**config.mk**
```make
export PLATFORM = sky130hd
export DESIGN_NAME = blca_ctrl
export DESIGN_NICKNAME = d
export VERILOG_FILES = /design/src/design/blca_pkg.sv /design/src/design/blca_ctrl.sv
export SDC_FILE = /design/constraint.sdc
export NUM_CORES = 1
export LEC_CHECK = 0
export BUFFER_PORTS_ARGS = -buffer_cell sky130_fd_sc_hd__buf_2
export CORE_ASPECT_RATIO = 1.4
export CORE_MARGIN = 8
export CORE_UTILIZATION = 51
export CTS_BUF_LIST = sky130_fd_sc_hd__clkbuf_16
export DETAILED_ROUTE_END_ITERATION = 7
export GPL_TIMING_DRIVEN = 1
export PLACE_DENSITY = 0.78
export SETUP_SLACK_MARGIN = 0.1
export SLEW_MARGIN = 25
export SYNTH_ARGS = -nofsm -noshare
export SYNTH_HDL_FRONTEND = slang
export SYNTH_SLANG_ARGS = --single-unit
```
**constraint.sdc**
```tcl
create_clock -name clock -period 3.3 [get_ports clock]
set_input_delay 0.165 -clock clock [delete_from_list [all_inputs] [get_ports clock]]
set_output_delay 0.165 -clock clock [all_outputs]
set_load 0.01 [all_outputs]
```
**src/design/blca_pkg.sv**
```systemverilog
// Shared types, request codes and controller/datapath interface structs for the LCA unit.
package blca_pkg;

   localparam int NODE_W = 10;

   typedef logic [NODE_W-1:0] node_type;

   localparam logic [1:0] REQ_LOAD  = 2'd0;
   localparam logic [1:0] REQ_BUILD = 2'd1;
   localparam logic [1:0] REQ_QUERY = 2'd2;

   localparam node_type NODE_COUNT_RESET = 10'd1023;

   // depth read address source
   typedef enum logic [1:0] {
      DSEL_U,
      DSEL_V,
      DSEL_RD
   } dep_sel_type;

   // table read node source
   typedef enum logic [1:0] {
      NSEL_U,
      NSEL_V,
      NSEL_I,
      NSEL_RD
   } node_sel_type;

   // table read level source
   typedef enum logic {
      LSEL_LV,
      LSEL_JM1
   } lvl_sel_type;

   // response data source
   typedef enum logic {
      RSEL_TBL,
      RSEL_U
   } rsp_sel_type;

   typedef struct packed {
      logic         capture;
      logic         load_wr;
      logic         clear_wr;
      logic         build_wr;
      logic         dep_rd;
      dep_sel_type  dep_sel;
      logic         tbl_rd;
      node_sel_type tbl_node;
      lvl_sel_type  tbl_lvl;
      logic         du_cap;
      logic         swap_cap;
      logic         u_from_tbl;
      logic         pu_cap;
      logic         pair_upd;
      logic         lv_init;
      logic         lv_dec;
      logic         ij_init;
      logic         ij_step;
      logic         rsp_load;
      rsp_sel_type  rsp_sel;
   } cmd_type;

   typedef struct packed {
      logic clr_last;
      logic lift_ok;
      logic lv_zero;
      logic uv_equal;
      logic build_none;
      logic build_last;
   } status_type;

endpackage

```
**src/design/blca_ctrl.sv**
```systemverilog
// Controller of the LCA unit: sequences clear, load, build and query steps.
module blca_ctrl (
   input  logic                 clock,
   input  logic                 reset,
   input  logic                 req_valid,
   input  logic [1:0]           req_type,
   output logic                 req_stall,
   output logic                 rsp_valid,
   input  logic                 rsp_stall,
   input  blca_pkg::status_type status,
   output blca_pkg::cmd_type    cmd
);

   import blca_pkg::*;

   typedef enum logic [18:0] {
      S_CLR    = 19'h00001,
      S_IDLE   = 19'h00002,
      S_LOAD   = 19'h00004,
      S_QRDA   = 19'h00008,
      S_QRDB   = 19'h00010,
      S_QSWAP  = 19'h00020,
      S_LCHK   = 19'h00040,
      S_LANC   = 19'h00080,
      S_LDEP   = 19'h00100,
      S_EQ     = 19'h00200,
      S_PRD    = 19'h00400,
      S_PU     = 19'h00800,
      S_PV     = 19'h01000,
      S_FRD    = 19'h02000,
      S_FUSE   = 19'h04000,
      S_BSTART = 19'h08000,
      S_BRD1   = 19'h10000,
      S_BRD2   = 19'h20000,
      S_BWR    = 19'h40000
   } state_type;

   state_type state_ff, state_in;
   logic      rsp_valid_ff, rsp_valid_in;
   logic      out_free;

   assign out_free  = !rsp_valid_ff || !rsp_stall;
   assign req_stall = (state_ff != S_IDLE);
   assign rsp_valid = rsp_valid_ff;

   always_comb begin
      state_in = state_ff;
      cmd      = '0;
      case (state_ff)
         S_CLR: begin
            cmd.clear_wr = 1'b1;
            if (status.clr_last) begin
               state_in = S_IDLE;
            end
         end
         S_IDLE: begin
            if (req_valid) begin
               cmd.capture = 1'b1;
               case (req_type)
                  REQ_LOAD:  state_in = S_LOAD;
                  REQ_BUILD: state_in = S_BSTART;
                  REQ_QUERY: state_in = S_QRDA;
                  default:   state_in = S_IDLE;
               endcase
            end
         end
         S_LOAD: begin
            cmd.load_wr = 1'b1;
            state_in    = S_IDLE;
         end
         S_QRDA: begin
            cmd.dep_rd  = 1'b1;
            cmd.dep_sel = DSEL_U;
            state_in    = S_QRDB;
         end
         S_QRDB: begin
            cmd.du_cap  = 1'b1;
            cmd.dep_rd  = 1'b1;
            cmd.dep_sel = DSEL_V;
            state_in    = S_QSWAP;
         end
         S_QSWAP: begin
            cmd.swap_cap = 1'b1;
            cmd.lv_init  = 1'b1;
            state_in     = S_LCHK;
         end
         S_LCHK: begin
            if (status.lift_ok) begin
               cmd.tbl_rd   = 1'b1;
               cmd.tbl_node = NSEL_U;
               cmd.tbl_lvl  = LSEL_LV;
               state_in     = S_LANC;
            end else if (status.lv_zero) begin
               state_in = S_EQ;
            end else begin
               cmd.lv_dec = 1'b1;
            end
         end
         S_LANC: begin
            cmd.u_from_tbl = 1'b1;
            cmd.dep_rd     = 1'b1;
            cmd.dep_sel    = DSEL_RD;
            state_in       = S_LDEP;
         end
         S_LDEP: begin
            cmd.du_cap = 1'b1;
            if (status.lv_zero) begin
               state_in = S_EQ;
            end else begin
               cmd.lv_dec = 1'b1;
               state_in   = S_LCHK;
            end
         end
         S_EQ: begin
            if (status.uv_equal) begin
               if (out_free) begin
                  cmd.rsp_load = 1'b1;
                  cmd.rsp_sel  = RSEL_U;
                  state_in     = S_IDLE;
               end
            end else begin
               cmd.lv_init = 1'b1;
               state_in    = S_PRD;
            end
         end
         S_PRD: begin
            cmd.tbl_rd   = 1'b1;
            cmd.tbl_node = NSEL_U;
            cmd.tbl_lvl  = LSEL_LV;
            state_in     = S_PU;
         end
         S_PU: begin
            cmd.pu_cap   = 1'b1;
            cmd.tbl_rd   = 1'b1;
            cmd.tbl_node = NSEL_V;
            cmd.tbl_lvl  = LSEL_LV;
            state_in     = S_PV;
         end
         S_PV: begin
            cmd.pair_upd = 1'b1;
            if (status.lv_zero) begin
               state_in = S_FRD;
            end else begin
               cmd.lv_dec = 1'b1;
               state_in   = S_PRD;
            end
         end
         S_FRD: begin
            cmd.tbl_rd   = 1'b1;
            cmd.tbl_node = NSEL_U;
            cmd.tbl_lvl  = LSEL_LV;
            state_in     = S_FUSE;
         end
         S_FUSE: begin
            if (out_free) begin
               cmd.rsp_load = 1'b1;
               cmd.rsp_sel  = RSEL_TBL;
               state_in     = S_IDLE;
            end
         end
         S_BSTART: begin
            if (status.build_none) begin
               state_in = S_IDLE;
            end else begin
               cmd.ij_init = 1'b1;
               state_in    = S_BRD1;
            end
         end
         S_BRD1: begin
            cmd.tbl_rd   = 1'b1;
            cmd.tbl_node = NSEL_I;
            cmd.tbl_lvl  = LSEL_JM1;
            state_in     = S_BRD2;
         end
         S_BRD2: begin
            cmd.tbl_rd   = 1'b1;
            cmd.tbl_node = NSEL_RD;
            cmd.tbl_lvl  = LSEL_JM1;
            state_in     = S_BWR;
         end
         S_BWR: begin
            cmd.build_wr = 1'b1;
            cmd.ij_step  = 1'b1;
            state_in     = status.build_last ? S_IDLE : S_BRD1;
         end
         default: begin
            state_in = S_IDLE;
         end
      endcase
      rsp_valid_in = cmd.rsp_load | (rsp_valid_ff & rsp_stall);
   end

   always_ff @(posedge clock) begin
      if (reset) begin
         state_ff     <= S_CLR;
         rsp_valid_ff <= 1'b0;
      end else begin
         state_ff     <= state_in;
         rsp_valid_ff <= rsp_valid_in;
      end
   end

endmodule
```
==> results_dict.tcl, run 1 <==
set metrics [dict create \
    status "finished clean" \
    multi_input_area_um2 805 \
    routed-via-count 1401 \
    io_buffers 35 \
    place_area_um2 1460 \
    cts-root-buf "clkbuf_16" \
    synth.top_cell.area_share_pct 31.3 \
    grt_pass1_vias 1401 \
    dr.pass1.iters 4 \
    crit_start "state_ff[4]" \
    synth_edf_count 0 \
    worstReg2RegStart "state_ff[4]" \
    ios 36 \
    regArea_um2 400 \
    netlist_area_um2 1280 \
    first_iter_violations 47 \
    min_period_ns 2.76 \
    clk_latency_ns 0.25 \
    via_per_inst 6.01 \
    ys_seq_area_share_pct 31.3 \
    slowest_stage "or4_1" \
    cts_tree "built" \
    cts.hold.buffers_added 0 \
    crit_chain "or4_1 > or3_4 > nor4_1 > a21oi_1 > nand2_1 > buf_2" \
    powerDensity_nw_per_um2 370 \
    max-vdd-ir-drop_uv 317 \
    cts.sinks 20 \
    grt_first_pass_wirelength_mm 5.95 \
    tightest_slew_ns 0.762 \
    antennaDiodeCount 0 \
    worstSetupEndpointType "primary output" \
    period_share_pct 83.6 \
    start_kind "register" \
    cp_max_fo 6 \
    cts_setup_buffers 0 \
    holdPathStages 2 \
    ys_warn_count 0 \
    final_common_cell "buf_2" \
    yosysUniqueCellTypes 43 \
    ant_nets 0 \
    r2r.worst_path.cells 6 \
    routed_wl_mm 3.62 \
    row_count 21 \
    fp.dieH_um 75.3 \
    globalplace.congestion 0.894 \
    maxSlewViolCount 0 \
    cts_made_buffers 3 \
    htreeDepth 1 \
    async_reset_ff_share_pct 0 \
    clk_pin_slew_ns 0.06 \
    critPathRequiredTime_ns 3.13 \
    rsz0062_at_grt "no" \
    min_from "req_type[1]" \
    synthFlopType "dfxtp_1" \
    r2r_slack_ns 0.68 \
    yosysTopAreaCell "dfxtp_1" \
    syn_nets 179 \
    leakage_nw 0.731 \
    ctsResizeCount 0 \
    synth_cells 167 \
    slowest_delay_ns 0.65 \
    path_class "register to primary output" \
    fillers 211 \
    syn_avg_cell_area_um2 7.67 \
    rr_endpoint "state_ff[1]" \
    synth-seq-cells 20 \
    drcViolationCount 0 \
    antenna_found_initial 0 \
    whs_endpoint "state_ff[15]" \
    hold_viol_final 0 \
    core_region_area_um2 2390 \
    final_cell_mix "buf_2, nor2_1, dfxtp_1" \
    cts_buffer_depth 2 \
    grt_util_all_layers_pct 17.4 \
    nNetsFinal 212 \
    fp.dieArea_um2 4390 \
    maxSlewHeadroom_pct 48.7 \
    initial_core_util_pct 53.6 \
    fmax_mhz 362 \
    setup_tns_ns 0 \
    stdcell_area_um2 1540 \
    cap_violations 0 \
    fin_skew_ns 0.00658 \
    synthTopCellsByArea "dfxtp_1, nor2_1, nor4_1" \
    finalSetupViolations 0 \
    grt_max_degree 17 \
    areaGrowthSynthToFinish_pct 20.1 \
    dp_hpwl_mm 2.85 \
    routedWlPerCell_um 15.6 \
    hp-class "input port to register" \
    die_w_um 58.4 \
    drive_gt1_share_pct 23.6 \
    grt_overflow 0 \
    crit_arrival_ns 2.59 \
]
logic make-up (layout without fill, tap and decap cells):
| logic type | count (synthesis) | count (layout) | share of synthesized area, % |
|---|---|---|---|
| AOI/OAI and AO/OA | 22 | 22 | 11.0 |
| xor gates and xnor gates | 5 | 5 | 3.42 |
| buffers and inverters | 17 | 49 | 5.96 |
| DFF | 20 | 20 | 31.2 |
| and+or+nand+nor | 103 | 103 | 48.3 |
registers in the layout, indices dropped and copies added, names as in the netlist:
register	flops
rsp_valid	1
state_ff	19
stage by stage:
step | power [mW] | utilization [%] | std cells | hold slack (ns) | setup WS (ns)
finish | 0.570 | 64.4 | 233 | 0.112 | 0.541
floorplan | 0.303 | - | 167 | 0.234 | 0.923
detailed placement | 0.325 | 61.1 | 229 | 0.378 | 0.725
global placement | 0.323 | 61.1 | 229 | 0.368 | 0.820
CTS | 0.570 | 64.4 | 233 | 0.115 | 0.535
global route | 0.593 | 64.4 | 233 | 0.116 | 0.458
worst max-delay path: cells and delay by family, from the launching register on:
kind	cells	cell delay (ns)
buffers and inverters	1	0.12
DFF	1	0.36
AOI/OAI and AO/OA	1	0.16
and+or+nand+nor	4	1.70
layer usage:
metal	global-route usage, %	vias up	wire length, um
met2	31.2	56	1840
met1	16.7	652	1420
met4	12.6	0	159
met5	0	-	0
li1	-	678	-
met3	4.90	15	204
synth_stat cells (all sizes together) (2+ instances only):
master / count
a21oi: 10
and3: 2
and4b: 3
buf: 5
clkbuf: 2
dfxtp: 20
inv: 10
nand2: 11
nand2b: 3
nand3: 6
nand4: 2
nand4b: 2
nor2: 25
nor2b: 3
nor3: 10
nor3b: 4
nor4: 11
nor4b: 5
o21ai: 3
or2: 2
or3: 6
or4: 4
or4b: 2
xnor2: 2
xor2: 3
how the worst max path moves through the flow:
stage	slack, ns	to	cells after the start
floorplan	0.92	state_ff[1]	7
global placement	0.82	state_ff[17]	6
detailed placement	0.72	state_ff[3]	6
CTS	0.54	cmd[14]	6
global route	0.46	cmd[14]	6
finish	0.54	cmd[14]	6
power by group:
part | switching [mW] | internal (mW)
clock | 0.0872 | 0.161
combinational | 0.0420 | 0.0281
sequential | 0.00602 | 0.245
total | 0.135 | 0.434
final cells by class:
class | instances | area share (%)
flip-flops and latches | 20 | 26.0
clock inverters | 1 | 0.244
multi-input cells | 130 | 52.3
repair buffers | 35 | 11.4
inverters | 10 | 2.44
well taps | 34 | 2.76
clock buffers | 3 | 4.88
(Power assumes the default switching activity.)
==> run 2: changes to the inputs <==
Settings changed: CORE_UTILIZATION 51 to 46, PLACE_DENSITY 0.78 to 0.75.
Clock period 3.3 ns to 2.4 ns, I/O delays scaled along.
==> results_dict.tcl, run 2 (same netlist as run 1, synthesis figures left out) <==
set metrics [dict create \
    status "finished with violations" \
    violations "negative setup slack" \
    cap_violations 0 \
    setup_ws_ns -0.0326 \
    nNetsFinal 244 \
    leakage_nw 0.950 \
    max-vdd-ir-drop_uv 435 \
    dr.pass1.iters 4 \
    hp-class "input port to register" \
    dp_hpwl_mm 3.15 \
    globalplace.congestion 0.874 \
    grt_first_pass_wirelength_mm 6.82 \
    cts_buffer_depth 2 \
    period_share_pct 101 \
    multi_input_area_um2 1030 \
    clk_latency_ns 0.25 \
    powerDensity_nw_per_um2 419 \
    maxSlewHeadroom_pct 57.6 \
    fin_skew_ns 0.00249 \
    critPathRequiredTime_ns 2.28 \
    cts.sinks 20 \
    fp.dieArea_um2 4750 \
    hold_slack_ns 0.0821 \
    ant_nets 0 \
    antennaDiodeCount 0 \
    hold_viol_final 0 \
    post-route-util_pct 79.1 \
    grt_overflow 0 \
    io_buffers 35 \
    worstSetupEndpointType "primary output" \
    cts-root-buf "clkbuf_16" \
    first_iter_violations 107 \
    setup_tns_ns -0.0436 \
    via_per_inst 6.11 \
    drive_gt1_share_pct 47.6 \
    crit_arrival_ns 2.31 \
    final_common_cell "buf_2" \
    grt_util_all_layers_pct 18.4 \
    largest_register "state_ff" \
    core_region_area_um2 2640 \
    fillers 173 \
    rsz0062_at_grt "yes" \
    cts_tree "built" \
    grt_max_degree 12 \
    drcViolationCount 0 \
    tightest_slew_ns 0.635 \
    antenna_found_initial 0 \
    die_w_um 60.6 \
    start_kind "register" \
    areaGrowthSynthToFinish_pct 63.2 \
    ios 36 \
    fp.dieH_um 78.4 \
    min_period_ns 2.43 \
    regArea_um2 412 \
    routed_wl_mm 4.96 \
    initial_core_util_pct 48.5 \
    routedWlPerCell_um 18.6 \
    row_count 22 \
    grt_pass1_vias 1568 \
    cts_made_buffers 3 \
    routed-via-count 1631 \
    path_class "register to primary output" \
    fmax_mhz 411 \
    cp_max_fo 4 \
    htreeDepth 1 \
    clk_pin_slew_ns 0.06 \
    final_cell_mix "buf_2, buf_4, nor2_1" \
    largest_reg_flops 19 \
    maxSlewViolCount 0 \
    finalSetupViolations 2 \
]
[run 2: cell count changes in the layout (fill, tap and decap cells not counted), sizes merged]
cell | previous run | this run
buf | 35 | 67
[run 2: final cells by class]
type	count	area share (%)
timing repair buffer	67	23.3
tap	36	2.15
inverter	10	1.80
sequential	20	19.7
clock inverter	1	0.180
clock buffer	3	3.59
multi-input combinational	130	49.3
[run 2: repair_timing]
| item | 4_1_cts | 5_1_grt |
|---|---|---|
| pin swaps | 7 | 17 |
| hold buffers | 0 | 0 |
| gates resized for setup | 13 | 40 |
| setup buffers | 5 | 14 |
| setup endpoints to repair | 20 | 20 |
[run 2: final timing paths]
| kind | startpoint | end | slack [ns] | depth (start not counted) |
|---|---|---|---|---|
| hold reg to reg | state_ff[7] | state_ff[8] | 0.58 | 2 |
| setup reg to reg | state_ff[11] | state_ff[1] | 0.04 | 7 |
| setup / recovery | state_ff[11] | cmd[4] | -0.03 | 6 |
| hold / removal | req_type[1] | state_ff[2] | 0.08 | 2 |
[run 2: per-layer routing]
layer  routed length [um]  up-vias  track usage, %
li1                     -      741               -
met1                 1700      782            18.1
met2                 2670       81            32.9
met3                  338       27            4.73
met4                  258        0            10.3
met5                    0        -               0
[run 2: power breakdown]
group	internal, mW	total, mW	switching, mW	leakage [nW]
logic	0.0901	0.187	0.0964	0.748
clock network	0.222	0.347	0.125	0.0385
registers	0.336	0.342	0.00567	0.163
total	0.648	0.875	0.227	0.950
[run 2: worst max-delay path, cell delays in order (launching register included)]
cell,delay (ns)
dfxtp_1,0.34
or4_4,0.56
or3_4,0.43
nor4b_4,0.36
nor2_1,0.08
a21oi_1,0.13
buf_2,0.16
[run 2: through the flow]
step                      instances  total power [mW]  instance area, um2  worst slack [ns]
final                           267             0.875                2090           -0.0326
after floorplan                 167             0.417                1290             0.103
after CTS                       253             0.817                1750            0.0149
after global placement          244             0.458                1570            0.0857
after global routing            267             0.903                2090            -0.102
after detailed placement        244             0.461                1570           0.00401
